==> src/ils_pkg.sv <==
// ----------------------------------------------------------------------------
// ils_pkg
// Constants, types and the exponent table of the int8 logit softmax unit.
// ----------------------------------------------------------------------------
package ils_pkg;

	localparam int CLASS_COUNT_DEF    = 8;
	localparam int PROB_FRAC_BITS_DEF = 16;
	localparam int LOGIT_W            = 8;
	localparam int PROB_W             = 16;
	localparam int EXP_W              = 5;
	localparam logic signed [EXP_W-1:0] EXP_MAX = 5'sd8;
	localparam int WEIGHT_W           = 17;
	localparam int PROD_W             = 25;
	localparam logic [WEIGHT_W-1:0] LOG2E_Q16 = 17'd94548;
	localparam int PROB_CAP           = 65535;

	// front pipeline and queue sizing
	localparam int FRONT_STAGES = 6;
	localparam int QUEUE_DEPTH  = 8;
	localparam int QUEUE_PTR_W  = $clog2(QUEUE_DEPTH);
	localparam int QUEUE_CNT_W  = $clog2(QUEUE_DEPTH + 1);

	// 2^(-j/64) table, Q1.16
	localparam int TAB_DEPTH = 64;
	typedef logic [WEIGHT_W-1:0] exp_tab_t [TAB_DEPTH];

	localparam logic [30:0] COARSE_Q30 [8] = '{
		31'd1073741824, 31'd984625594, 31'd902905651, 31'd827968132,
		31'd759250125, 31'd696235434, 31'd638450708, 31'd585461881
	};
	localparam logic [30:0] FINE_Q30 [8] = '{
		31'd1073741824, 31'd1062175491, 31'd1050733751, 31'd1039415260,
		31'd1028218693, 31'd1017142739, 31'd1006186087, 31'd995347463
	};

	function automatic exp_tab_t build_exp_table();
		exp_tab_t    tab;
		logic [63:0] prod;
		for (int j = 0; j < TAB_DEPTH; j++) begin
			prod = 64'(COARSE_Q30[j >> 3]) * 64'(FINE_Q30[j & 7]);
			prod = prod + (64'd1 << 43);
			tab[j] = WEIGHT_W'(prod >> 44);
		end
		return tab;
	endfunction

	localparam exp_tab_t EXP_TABLE = build_exp_table();

	// queue fill status seen by both sides
	typedef struct packed {
		logic [QUEUE_CNT_W-1:0] count;
		logic                   nonempty;
	} queue_status_t;

endpackage

==> src/ils_queue.sv <==
// ----------------------------------------------------------------------------
// ils_queue
// Short first-in first-out queue between the weight front and divider back.
// ----------------------------------------------------------------------------
module ils_queue #(
	parameter int ENTRY_W = 8
) (
	input  logic                   clk,
	input  logic                   arst_n,
	input  logic                   push,
	input  logic [ENTRY_W-1:0]     push_data,
	input  logic                   pop,
	output logic [ENTRY_W-1:0]     pop_data,
	output ils_pkg::queue_status_t status
);

	localparam int PW = ils_pkg::QUEUE_PTR_W;
	localparam int CW = ils_pkg::QUEUE_CNT_W;

	logic [ENTRY_W-1:0] slot_q [ils_pkg::QUEUE_DEPTH];
	logic [PW-1:0]      wr_ptr_q, rd_ptr_q;
	logic [CW-1:0]      count_q;

	// pointers and fill count
	always_ff @(posedge clk or negedge arst_n) begin
		if (!arst_n) begin
			wr_ptr_q <= '0;
			rd_ptr_q <= '0;
			count_q  <= '0;
		end else begin
			if (push) begin
				wr_ptr_q <= wr_ptr_q + PW'(1);
			end
			if (pop) begin
				rd_ptr_q <= rd_ptr_q + PW'(1);
			end
			count_q <= count_q + CW'(push) - CW'(pop);
		end
	end

	// storage
	always_ff @(posedge clk) begin
		if (push) begin
			slot_q[wr_ptr_q] <= push_data;
		end
	end

	assign pop_data        = slot_q[rd_ptr_q];
	assign status.count    = count_q;
	assign status.nonempty = (count_q != '0);

endmodule

==> config.mk <==
export PLATFORM = sky130hd
export DESIGN_NAME = ils_queue
export DESIGN_NICKNAME = d
export VERILOG_FILES = /design/src/ils_pkg.sv /design/src/ils_queue.sv
export SDC_FILE = /design/constraint.sdc
export NUM_CORES = 1
export LEC_CHECK = 0
export ABC_CLOCK_PERIOD_IN_PS = 1400
export CAP_MARGIN = 15
export CORE_MARGIN = 2
export CORE_UTILIZATION = 56
export CTS_BUF_LIST = sky130_fd_sc_hd__clkbuf_4 sky130_fd_sc_hd__clkbuf_8 sky130_fd_sc_hd__clkbuf_16
export DETAILED_ROUTE_END_ITERATION = 8
export DONT_BUFFER_PORTS = 1
export GPL_TIMING_DRIVEN = 0
export PLACE_DENSITY = 0.7
export SLEW_MARGIN = 10
export SYNTH_ARGS = -nofsm -noshare
export SYNTH_HDL_FRONTEND = slang
export SYNTH_SLANG_ARGS = --single-unit
==> constraint.sdc <==
create_clock -name clk -period 1.4 [get_ports clk]
set_input_delay 0 -clock clk [delete_from_list [all_inputs] [get_ports clk]]
set_output_delay 0 -clock clk [all_outputs]
set_load 0.005 [all_outputs]
==> reports/metrics.yaml <==
status: "finished with violations"
violations: "negative setup slack"
hold_viol: 0
synth.area.top_cells: "edfxtp_1 64%, mux4_1 14%, dfrtp_1 8.3%"
yosysWarnings: 0
clock.fmax_mhz: 548
start_util_pct: 58.4
grt_start_max_net_pins: 13
p_clk_share_pct: 22.3
core_mm2: 0.00517
ys_ff_latch: 74
timing.hold.ws_ps: 27.4
grt_pass1_vias: 1557
peakVddDrop_mv: 1.64
stdcell_count: 256
die_w_um: 77.5
synth_nets: 165
combinationalPowerShare_pct: 37.7
antenna_found_initial: 0
netlist_area_mm2: 0.00302
avgRoutedWirePerCell_um: 22.8
critPathCaptureType: "output pin"
clk_latency_ps: 350
viasPerCell: 5.84
rsz0062_at_grt: "true"
use_met2_pct: 32.4
h-tree-depth: 3
r2r_setup_slack_ps: -150
hp-class: "in -> async"
syn2layout_area_growth_pct: 25.0
cts_tree: "yes"
power_density_mw_per_mm2: 2090
worstSetupPathType: "reg -> out"
dr.first_iter.drc_count: 148
crit_chain: "buf_6 > clkbuf_16 > mux4_2 > mux2_4"
synth_top_cell_by_area: "edfxtp_1"
drc: 0
port_buffers: 0
leakagePower_nw: 1.34
setup_viol_count_final: 11
layout_commonest_cell: "edfxtp_1"
die_area_mm2: 0.00600
worstMarginPinSlew_ps: 463
clock_path_buffers: 2
first_pass_iters: 4
gp_congestion: 0.739
crit_slowest_cell: "mux4_2"
clock_sinks: 74
cp-start-kind: "flip-flop"
final_cell_mix: "64 x edfxtp_1, 13 x mux4_2, 11 x dlygate4sd3_1"
routed_wl_um: 5830
fin_crit_ps: 1830
drive_above_1_share_pct: 43.5
slew_viol_final: 0
ys_seq_area_share_pct: 71.9
clkTransAtPathRegs_ps: 70
rows: 26
pwr-share-seq_pct: 39.9
diodes: 0
max_cap_violations: 0
antenna_violating_nets_post_route: 0
slew_headroom_pct: 69.0
worstPathArrival_ps: 1830
die_h_um: 77.5
cpPeakStageDelay_ps: 490
finalCritPeriodShare_pct: 130
nets: 201
use_met1_pct: 27.6
synth.distinct_cells: 20
cp.required_ps: 1400
numCtsBuffers: 9
postSynthCellCount: 145
grt.met3_usage_pct: 3.84
grt_pass1_wl_um: 8740
vias: 1496
p_switching_mw: 2.35
worstPathMaxFanout: 6
p_sw_share_pct: 29.8
dp.cells: 215
ios: 25
grt_usage_pct: 20.9
syn_avg_cell_area_um2: 20.8
cts_root_buf: "clkbuf_8"
post-dp-hpwl_um: 3130
skew_ps: 5.94
internal_power_mw: 5.56
top_usage_layer: "met2"
synth_top_area_share_pct: 63.6
layout_setup_ws_ps: -426
grt-ovfl-total: 0
## final cells by class
type / instances / area [um2]
plain buffers: 4 / 43.8
fillers: 282 / 1400
clock buffers: 10 / 131
flip-flops and latches: 74 / 2180
well taps: 70 / 87.6
inverters: 8 / 35.0
repair buffers: 26 / 340
multi-input cells: 58 / 882
clock inverters: 6 / 81.3
## worst paths after layout
check,start,endpoint,cells past startpoint
min,arst_n,wr_ptr_q[1],1
max,rd_ptr_q[0],pop_data[6],4
min reg2reg,wr_ptr_q[2],wr_ptr_q[2],1
max reg2reg,count_q[0],count_q[1],7
min in group clk,pop,count_q[0],3
max in group asynchronous,arst_n,rd_ptr_q[2],1
## sequential cells by signal (all words and copies together) (netlist names)
signal / flops
count_q: 4
rd_ptr_q: 3
slot_q: 64
wr_ptr_q: 3
## power by group through the flow
| stage | combinational, mW | sequential, mW | clock (mW) |
|---|---|---|---|
| after floorplan | 1.78 | 3.04 | 0 |
| after global placement | 2.13 | 3.07 | 0 |
| after detailed placement | 2.22 | 3.11 | 0 |
| after CTS | 2.67 | 3.15 | 1.77 |
| after global routing | 3.21 | 3.20 | 1.89 |
| final | 2.99 | 3.16 | 1.77 |
## critical path: cells and delay by family (launching register included)
family	cells	cell delay, ps
muxes	2	770
DFF	1	370
buffers and inverters	2	330
## cells by family after synthesis
group	share of synthesized area (%)
compound gates	0.414
xor+xnor	1.74
mux	17.6
fa+ha+maj	3.56
buf+inv	2.44
simple gates	2.36
flops	71.9
## layer usage
layer | routed length, um | part of all wire, % | up-vias
li1 | - | - | 651
met1 | 2350 | 40 | 780
met2 | 2940 | 51 | 47
met3 | 308 | 5.3 | 18
met4 | 219 | 3.8 | 0
met5 | 0 | 0 | -
## synth_stat cells, drive strengths merged
| cell | number |
|---|---|
| nand3 | 1 |
| xnor2 | 3 |
| a21o | 1 |
| nand2 | 4 |
| nor3 | 2 |
| a21oi | 1 |
| nor2 | 6 |
| dfrtp | 10 |
| nand2b | 3 |
| xor2 | 3 |
| buf | 3 |
| inv | 8 |
| edfxtp | 64 |
| ha | 7 |
| clkbuf | 2 |
| mux4 | 16 |
| fa | 1 |
| mux2 | 10 |
## what timing repair did
item / CTS / global route
buffers inserted: 8 / 6
resized for setup: 31 / 12
hold buffers: 11 / 0
endpoints found under the setup margin: 76 / 76
pin swaps: 8 / 10
endpoints found under the hold margin: 81 / 0
gates cloned: 0 / 1
## metrics by stage
stage / setup slack [ps] / area [um2] / util [%] / total power, mW / TNS, ps
finish: -426 / 3780 / 73.0 / 7.91 / -3570
global route: -480 / 3780 / 73.0 / 8.30 / -4200
floorplan: -99.2 / 3030 / - / 4.82 / -252
CTS: -444 / 3640 / 70.4 / 7.58 / -3690
global placement: -340 / 3120 / 60.3 / 5.20 / -18770
detailed placement: -424 / 3120 / 60.3 / 5.33 / -23040
(Power assumes the default switching activity.)
