--- src/ils_pkg.sv ---
// ----------------------------------------------------------------------------
// ils_pkg
// Constants, types and the exponent table of the int8 logit softmax unit.
// ----------------------------------------------------------------------------
package ils_pkg;

	localparam int CLASS_COUNT_DEF    = 8;
	localparam int PROB_FRAC_BITS_DEF = 16;
	localparam int LOGIT_W            = 8;
	localparam int PROB_W             = 16;
	localparam int EXP_W              = 5;
	localparam logic signed [EXP_W-1:0] EXP_MAX = 5'sd8;
	localparam int WEIGHT_W           = 17;
	localparam int PROD_W             = 25;
	localparam logic [WEIGHT_W-1:0] LOG2E_Q16 = 17'd94548;
	localparam int PROB_CAP           = 65535;

	// front pipeline and queue sizing
	localparam int FRONT_STAGES = 6;
	localparam int QUEUE_DEPTH  = 8;
	localparam int QUEUE_PTR_W  = $clog2(QUEUE_DEPTH);
	localparam int QUEUE_CNT_W  = $clog2(QUEUE_DEPTH + 1);

	// 2^(-j/64) table, Q1.16
	localparam int TAB_DEPTH = 64;
	typedef logic [WEIGHT_W-1:0] exp_tab_t [TAB_DEPTH];

	localparam logic [30:0] COARSE_Q30 [8] = '{
		31'd1073741824, 31'd984625594, 31'd902905651, 31'd827968132,
		31'd759250125, 31'd696235434, 31'd638450708, 31'd585461881
	};
	localparam logic [30:0] FINE_Q30 [8] = '{
		31'd1073741824, 31'd1062175491, 31'd1050733751, 31'd1039415260,
		31'd1028218693, 31'd1017142739, 31'd1006186087, 31'd995347463
	};

	function automatic exp_tab_t build_exp_table();
		exp_tab_t    tab;
		logic [63:0] prod;
		for (int j = 0; j < TAB_DEPTH; j++) begin
			prod = 64'(COARSE_Q30[j >> 3]) * 64'(FINE_Q30[j & 7]);
			prod = prod + (64'd1 << 43);
			tab[j] = WEIGHT_W'(prod >> 44);
		end
		return tab;
	endfunction

	localparam exp_tab_t EXP_TABLE = build_exp_table();

	// queue fill status seen by both sides
	typedef struct packed {
		logic [QUEUE_CNT_W-1:0] count;
		logic                   nonempty;
	} queue_status_t;

endpackage

--- src/ils_channels.sv ---
// ----------------------------------------------------------------------------
// ils channels
// Valid/ready channels for logit vectors and probability vectors.
// ----------------------------------------------------------------------------
interface ils_logit_if #(
	parameter int CLASS_COUNT = ils_pkg::CLASS_COUNT_DEF
);
	logic valid;
	logic ready;
	logic [CLASS_COUNT-1:0][ils_pkg::LOGIT_W-1:0] logit;

	modport source (output valid, output logit, input ready);
	modport sink (input valid, input logit, output ready);
endinterface


--- src/ils_front.sv ---
// ----------------------------------------------------------------------------
// ils_front
// Max search, fixed-point exponent weights and their sum, six stages.
// ----------------------------------------------------------------------------
module ils_front #(
	parameter int CLASS_COUNT = ils_pkg::CLASS_COUNT_DEF
) (
	input  logic                          clk,
	input  logic                          arst_n,
	input  logic [ils_pkg::EXP_W-1:0]     scale_exponent,
	ils_logit_if.sink                     logits,
	input  ils_pkg::queue_status_t        q_status,
	output logic                          push,
	output logic [CLASS_COUNT*ils_pkg::WEIGHT_W+ils_pkg::WEIGHT_W+$clog2(CLASS_COUNT)-1:0]
		push_data
);

	localparam int WW    = ils_pkg::WEIGHT_W;
	localparam int SUM_W = WW + $clog2(CLASS_COUNT);
	localparam int Y_W   = ils_pkg::PROD_W + 8;
	localparam int HALF  = CLASS_COUNT / 2;
	localparam int BUSY_W = ils_pkg::QUEUE_CNT_W + 1;

	logic [ils_pkg::FRONT_STAGES-1:0] stage_vld_q;
	logic [BUSY_W-1:0]                busy;
	logic                             accept;

	logic signed [7:0]               mx;
	logic signed [7:0]               logit_s1 [CLASS_COUNT];
	logic signed [7:0]               max_s1;
	logic [ils_pkg::PROD_W-1:0]      prod_s2 [CLASS_COUNT];
	logic signed [ils_pkg::EXP_W-1:0] e_clamp;
	logic [ils_pkg::EXP_W-1:0]       neg_shift;
	logic [Y_W-1:0]                  y [CLASS_COUNT];
	logic                            kbig_s3 [CLASS_COUNT];
	logic [4:0]                      k_s3 [CLASS_COUNT];
	logic [5:0]                      j_s3 [CLASS_COUNT];
	logic [WW-1:0]                   w_s4 [CLASS_COUNT];
	logic [WW-1:0]                   w_s5 [CLASS_COUNT];
	logic [WW-1:0]                   w_s6 [CLASS_COUNT];
	logic [SUM_W-1:0]                lo_sum, hi_sum;
	logic [SUM_W-1:0]                lo_s5, hi_s5;
	logic [SUM_W-1:0]                sum_s6;

	// credit: items in flight plus queued never exceed the queue depth
	always_comb begin
		busy = BUSY_W'(q_status.count);
		for (int s = 0; s < ils_pkg::FRONT_STAGES; s++) begin
			busy = busy + BUSY_W'(stage_vld_q[s]);
		end
	end

	assign logits.ready = (busy < BUSY_W'(ils_pkg::QUEUE_DEPTH));
	assign accept       = logits.valid && logits.ready;

	always_ff @(posedge clk or negedge arst_n) begin
		if (!arst_n) begin
			stage_vld_q <= '0;
		end else begin
			stage_vld_q <= {stage_vld_q[ils_pkg::FRONT_STAGES-2:0], accept};
		end
	end

	// stage 1: largest logit
	always_comb begin
		mx = -8'sd128;
		for (int i = 0; i < CLASS_COUNT; i++) begin
			if ($signed(logits.logit[i]) > mx) begin
				mx = $signed(logits.logit[i]);
			end
		end
	end

	always_ff @(posedge clk) begin
		for (int i = 0; i < CLASS_COUNT; i++) begin
			logit_s1[i] <= $signed(logits.logit[i]);
		end
		max_s1 <= mx;
	end

	// stage 2: difference times log2(e), difference is 0..255 unsigned
	always_ff @(posedge clk) begin
		for (int i = 0; i < CLASS_COUNT; i++) begin
			prod_s2[i] <= ils_pkg::PROD_W'($unsigned(8'(max_s1 - logit_s1[i])))
				* ils_pkg::PROD_W'(ils_pkg::LOG2E_Q16);
		end
	end

	// stage 3: apply scale, split integer and fraction
	always_comb begin
		e_clamp = ($signed(scale_exponent) > ils_pkg::EXP_MAX)
			? ils_pkg::EXP_MAX : $signed(scale_exponent);
		neg_shift = ils_pkg::EXP_W'(5'sd0 - e_clamp);
		for (int i = 0; i < CLASS_COUNT; i++) begin
			if (!e_clamp[ils_pkg::EXP_W-1]) begin
				y[i] = Y_W'(prod_s2[i]) << e_clamp[3:0];
			end else begin
				y[i] = Y_W'(prod_s2[i]) >> neg_shift;
			end
		end
	end

	always_ff @(posedge clk) begin
		for (int i = 0; i < CLASS_COUNT; i++) begin
			kbig_s3[i] <= (y[i][Y_W-1:16] > (Y_W-16)'(16));
			k_s3[i]    <= y[i][20:16];
			j_s3[i]    <= y[i][15:10];
		end
	end

	// stage 4: table lookup and integer shift
	always_ff @(posedge clk) begin
		for (int i = 0; i < CLASS_COUNT; i++) begin
			w_s4[i] <= kbig_s3[i] ? '0 : (ils_pkg::EXP_TABLE[j_s3[i]] >> k_s3[i]);
		end
	end

	// stage 5: half sums
	always_comb begin
		lo_sum = '0;
		hi_sum = '0;
		for (int i = 0; i < CLASS_COUNT; i++) begin
			if (i < HALF) begin
				lo_sum = lo_sum + SUM_W'(w_s4[i]);
			end else begin
				hi_sum = hi_sum + SUM_W'(w_s4[i]);
			end
		end
	end

	always_ff @(posedge clk) begin
		lo_s5 <= lo_sum;
		hi_s5 <= hi_sum;
		w_s5  <= w_s4;
	end

	// stage 6: total
	always_ff @(posedge clk) begin
		sum_s6 <= lo_s5 + hi_s5;
		w_s6   <= w_s5;
	end

	always_comb begin
		push_data = '0;
		for (int i = 0; i < CLASS_COUNT; i++) begin
			push_data[i*WW +: WW] = w_s6[i];
		end
		push_data[CLASS_COUNT*WW +: SUM_W] = sum_s6;
	end

	assign push = stage_vld_q[ils_pkg::FRONT_STAGES-1];

endmodule

--- src/flat_wrapper.sv ---
// flat-port wrapper written by rule: the top's interface ports become plain ports
module ils_front_flat 
#(
	parameter int CLASS_COUNT = ils_pkg::CLASS_COUNT_DEF
)
  (clk, arst_n, scale_exponent, q_status, push, push_data, logits_valid, logits_logit, logits_ready);
  ils_logit_if #(.CLASS_COUNT(CLASS_COUNT)) logits_i ();
  input  logic clk;
  input  logic arst_n;
  input  logic [ils_pkg::EXP_W-1:0] scale_exponent;
  input  ils_pkg::queue_status_t q_status;
  output logic push;
  output logic [CLASS_COUNT*ils_pkg::WEIGHT_W+ils_pkg::WEIGHT_W+$clog2(CLASS_COUNT)-1:0] push_data;
  input wire logic [$bits(logits_i.valid)-1:0] logits_valid;
  input wire logic [$bits(logits_i.logit)-1:0] logits_logit;
  output wire logic [$bits(logits_i.ready)-1:0] logits_ready;
  assign logits_i.valid = logits_valid;
  assign logits_i.logit = logits_logit;
  assign logits_ready = logits_i.ready;
  ils_front #(.CLASS_COUNT(CLASS_COUNT)) u_core (.clk(clk), .arst_n(arst_n), .scale_exponent(scale_exponent), .logits(logits_i), .q_status(q_status), .push(push), .push_data(push_data));
endmodule
--- config.mk ---
export PLATFORM = sky130hd
export DESIGN_NAME = ils_front_flat
export DESIGN_NICKNAME = d
export VERILOG_FILES = /design/src/ils_pkg.sv /design/src/ils_channels.sv /design/src/ils_front.sv /design/src/flat_wrapper.sv
export SDC_FILE = /design/constraint.sdc
export NUM_CORES = 2
export LEC_CHECK = 0
export BUFFER_PORTS_ARGS = -buffer_cell sky130_fd_sc_hd__buf_2
export CORE_MARGIN = 1.5
export CORE_UTILIZATION = 65
export DETAILED_ROUTE_END_ITERATION = 6
export MAX_ROUTING_LAYER = met4
export PLACE_DENSITY = 0.88
export SETUP_SLACK_MARGIN = 0.3
export SKIP_LAST_GASP = 1
export SLEW_MARGIN = 20
export SYNTH_ARGS = -nofsm -noshare
export SYNTH_HDL_FRONTEND = slang
export SYNTH_SLANG_ARGS = --single-unit
--- constraint.sdc ---
create_clock -name clk -period 15.03 [get_ports clk]
set_input_delay 1.503 -clock clk [delete_from_list [all_inputs] [get_ports clk]]
set_output_delay 1.503 -clock clk [all_outputs]
set_load 0.02 [all_outputs]
==> results.sh <==
export IMPL_outcome="finished clean"
export IMPL_vias=60600
export IMPL_die_h_um=322.8
export IMPL_fin_setup_tns_ns=0
export IMPL_rsz0062_at_grt="no"
export IMPL_yosysSeqAreaShare=0.2487
export IMPL_cts_clk_slew_worst_paths_ns=0.06
export IMPL_hold_class="reg -> reg"
export IMPL_cts_hold_buf=0
export IMPL_critPathCaptureType="flop"
export IMPL_io_buffers=233
export IMPL_multi_input_area_um2=45420
export IMPL_cp_slowest_cell="or4_1"
export IMPL_mostFrequentLayoutCells="dfxtp_1, a21oi_1, nand2_1, inv_1, ha_1"
export IMPL_io_pins=235
export IMPL_final_common_cell="dfxtp_1"
export IMPL_finClkSkew_ns=0.01842
export IMPL_synth_cell_type_count=92
export IMPL_synthesis_nets=9117
export IMPL_core_rowCount=117
export IMPL_drt_wirelength_per_cell_um=22.25
export IMPL_htree_levels=3
export IMPL_layout_drive_gt1_share=0.07640
export IMPL_worst_slack_ns=1.291
export IMPL_path_class="in -> reg"
export IMPL_slowest_delay_ns=0.48
export IMPL_min_period_ns=13.74
export IMPL_cp_required_ns=15.59
export IMPL_clk_latency_ns=0.70
export IMPL_fillers=7793
export IMPL_post_dp_hpwl_mm=155.7
export IMPL_fmax_mhz=72.79
export IMPL_place_congestion=1.024
export IMPL_hold_path_depth=0
export IMPL_clock_sinks=824
export IMPL_slew_viol_final=0
export IMPL_crit_top_cell="ha_1"
export IMPL_period_share=0.9141
export IMPL_dr_pass1_iters=7
export IMPL_ys_ff_latch=824
export IMPL_critPathTopFamily="compound AO/OA/AOI/OAI gates"
export IMPL_reg2reg_depth=31
export IMPL_first_iter_violations=7825
export IMPL_cp_depth=61
export IMPL_ys_warn_count=0
export IMPL_syn_avg_cell_area_um2=8.236
export IMPL_cts_buffers=87
export IMPL_hold_viol=0
export IMPL_nets=9024
export IMPL_wirelength_mm=209.8
export IMPL_cts_tree="yes"
export IMPL_final_antenna_net_count=0
export IMPL_die_w_um=322.8
export IMPL_post_route_util=0.7033
export IMPL_async_reset_ff_frac=0.007282
export IMPL_cp_start_kind="input port"
export IMPL_arrival_ns=14.30
export IMPL_via_per_inst=6.429
export IMPL_syn_inst=8069
export IMPL_relSlewSlack=0.2648
export IMPL_place_ws_ns=0.4283
export IMPL_setup_viol=0
export IMPL_grt_usage=0.4050
export IMPL_seq_area_um2=16530
export IMPL_syn2layout_area_growth_pct=7.520
export IMPL_clk_path_buf_depth=3
export IMPL_timing_critical_path_buf_inv=6
export IMPL_synth_edf_count=0
export IMPL_cts_root_buf="clkbuf_16"
export IMPL_drv_cap=0
export IMPL_fp_dieArea_um2=104200
export IMPL_initial_core_util=0.6541
export IMPL_coreArea_um2=101600
export IMPL_worst_pin_slew_ns=1.099
export IMPL_synth_main_ff_cell="dfxtp_1"
export IMPL_grt_max_degree=85
export IMPL_grt_ovfl_total=0
export IMPL_grt_antenna_before_repair=6
export IMPL_first_global_vias=58280
export IMPL_grt_first_pass_wirelength_mm=325.4
export IMPL_syn_area_um2=66460
export IMPL_crit_fanout=21
export IMPL_drc_errors=0
sequential cells by signal, indices dropped and copies added (netlist names):
register / count
u_core.prod_s2: 184
u_core.push_data: 136
u_core.w_s4: 136
u_core.w_s5: 136
u_core.logit_s1: 64
u_core.j_s3: 48
u_core.k_s3: 40
u_core.sum_s6: 20
u_core.hi_s5: 19
u_core.lo_s5: 19
u_core.kbig_s3: 8
u_core.max_s1: 8
u_core.stage_vld_q: 6
what timing repair did:
item                                   CTS  global route
endpoints found under the hold margin    0             0
gates resized for setup                  0             4
setup endpoints to repair                0             8
buffers inserted                         0             2
worst reg2reg max path, delay by kind of cell (launching register included):
| kind | cells | cell delay (ns) |
|---|---|---|
| adders and majority gates | 6 | 2.13 |
| AOI/OAI and AO/OA | 19 | 3.43 |
| buffers and inverters | 2 | 0.44 |
| DFF | 1 | 0.59 |
| xor gates and xnor gates | 2 | 0.75 |
| and+or+nand+nor | 2 | 0.23 |
layer usage:
metal,GRT usage,up-vias,wire length [um]
met5,-,-,0
met4,0.2324,0,14100
met3,0.06304,809,18890
met2,0.6382,3467,95170
met1,0.4936,28290,81600
li1,-,28030,-
Yosys cell counts, types with 22 or more instances:
master / instances / area [um2]
nor3_1: 96 / 480.5
and3_1: 41 / 256.5
mux2i_1: 568 / 5685
nand3_1: 91 / 455.4
nor3b_1: 22 / 165.2
o221ai_1: 45 / 394.1
clkbuf_1: 381 / 1430
nand2_1: 744 / 2793
ha_1: 697 / 8721
fa_1: 274 / 5485
a211oi_1: 142 / 1066
a21oi_1: 798 / 3994
a22oi_1: 26 / 195.2
xor2_1: 64 / 560.5
mux2_2: 56 / 630.6
o21a_1: 27 / 202.7
a21o_1: 71 / 533.0
a31oi_1: 51 / 319.1
a221oi_1: 22 / 192.7
o21bai_1: 104 / 780.8
o31ai_1: 28 / 210.2
xnor2_1: 173 / 1515
nor2_1: 694 / 2605
inv_1: 701 / 2631
buf_1: 111 / 416.7
o22ai_1: 147 / 919.6
o21ai_0: 456 / 2282
dfxtp_1: 818 / 16380
nor2b_1: 85 / 531.8
o311ai_0: 27 / 236.5
o211ai_1: 79 / 593.1
or3_1: 27 / 168.9
nand2b_1: 58 / 362.9
cell families (layout without fill, tap and decap cells):
kind of cell | Yosys count | in the layout | share of synthesized area
AO/OA/AOI/OAI | 2219 | 2219 | 0.2076
AND/OR/NAND/NOR | 1955 | 1955 | 0.1276
buffers and inverters | 1214 | 1195 | 0.06887
other | 0 | 8 | 0
multiplexers | 648 | 648 | 0.1021
adder cells (fa/ha/maj) | 972 | 972 | 0.2139
XOR/XNOR | 237 | 237 | 0.03123
flip-flops | 824 | 824 | 0.2487
path summary, 6_finish.rpt:
check | from | end | slack [ns]
worst max register to register | u_core.max_s1[1] | u_core.prod_s2[1][45] | 7.36
worst max-delay path | logits_logit[3] | u_core.max_s1[7] | 1.29
worst min-delay path | u_core.w_s5[50] | u_core.push_data[101] | 0.33
min in group asynchronous | arst_n | u_core.stage_vld_q[1] | 0.61
worst min register to register | u_core.w_s5[50] | u_core.push_data[101] | 0.33
max in group asynchronous | arst_n | u_core.stage_vld_q[0] | 14.27
layout make-up:
class,count,share of cell area
repair buffers,316,0.02525
multi-input cells,6031,0.6356
diodes,8,0.0002802
well taps,1368,0.02395
clock inverters,45,0.01087
inverters,716,0.03786
clock buffers,118,0.03479
flip-flops and latches,824,0.2314
per-stage QoR:
step | hold slack [ns] | std cells | cell area, um2
finish | 0.3256 | 9426 | 71450
global route | 0.3293 | 9422 | 71440
CTS | 0.3263 | 9416 | 71410
detailed placement | 0.3121 | 9253 | 68140
global placement | 0.3112 | 9253 | 68140
floorplan | 0.3096 | 8069 | 66460
Power is not shown: default switching activity piles up to over one toggle a cycle in this logic, so the estimate is an artifact.
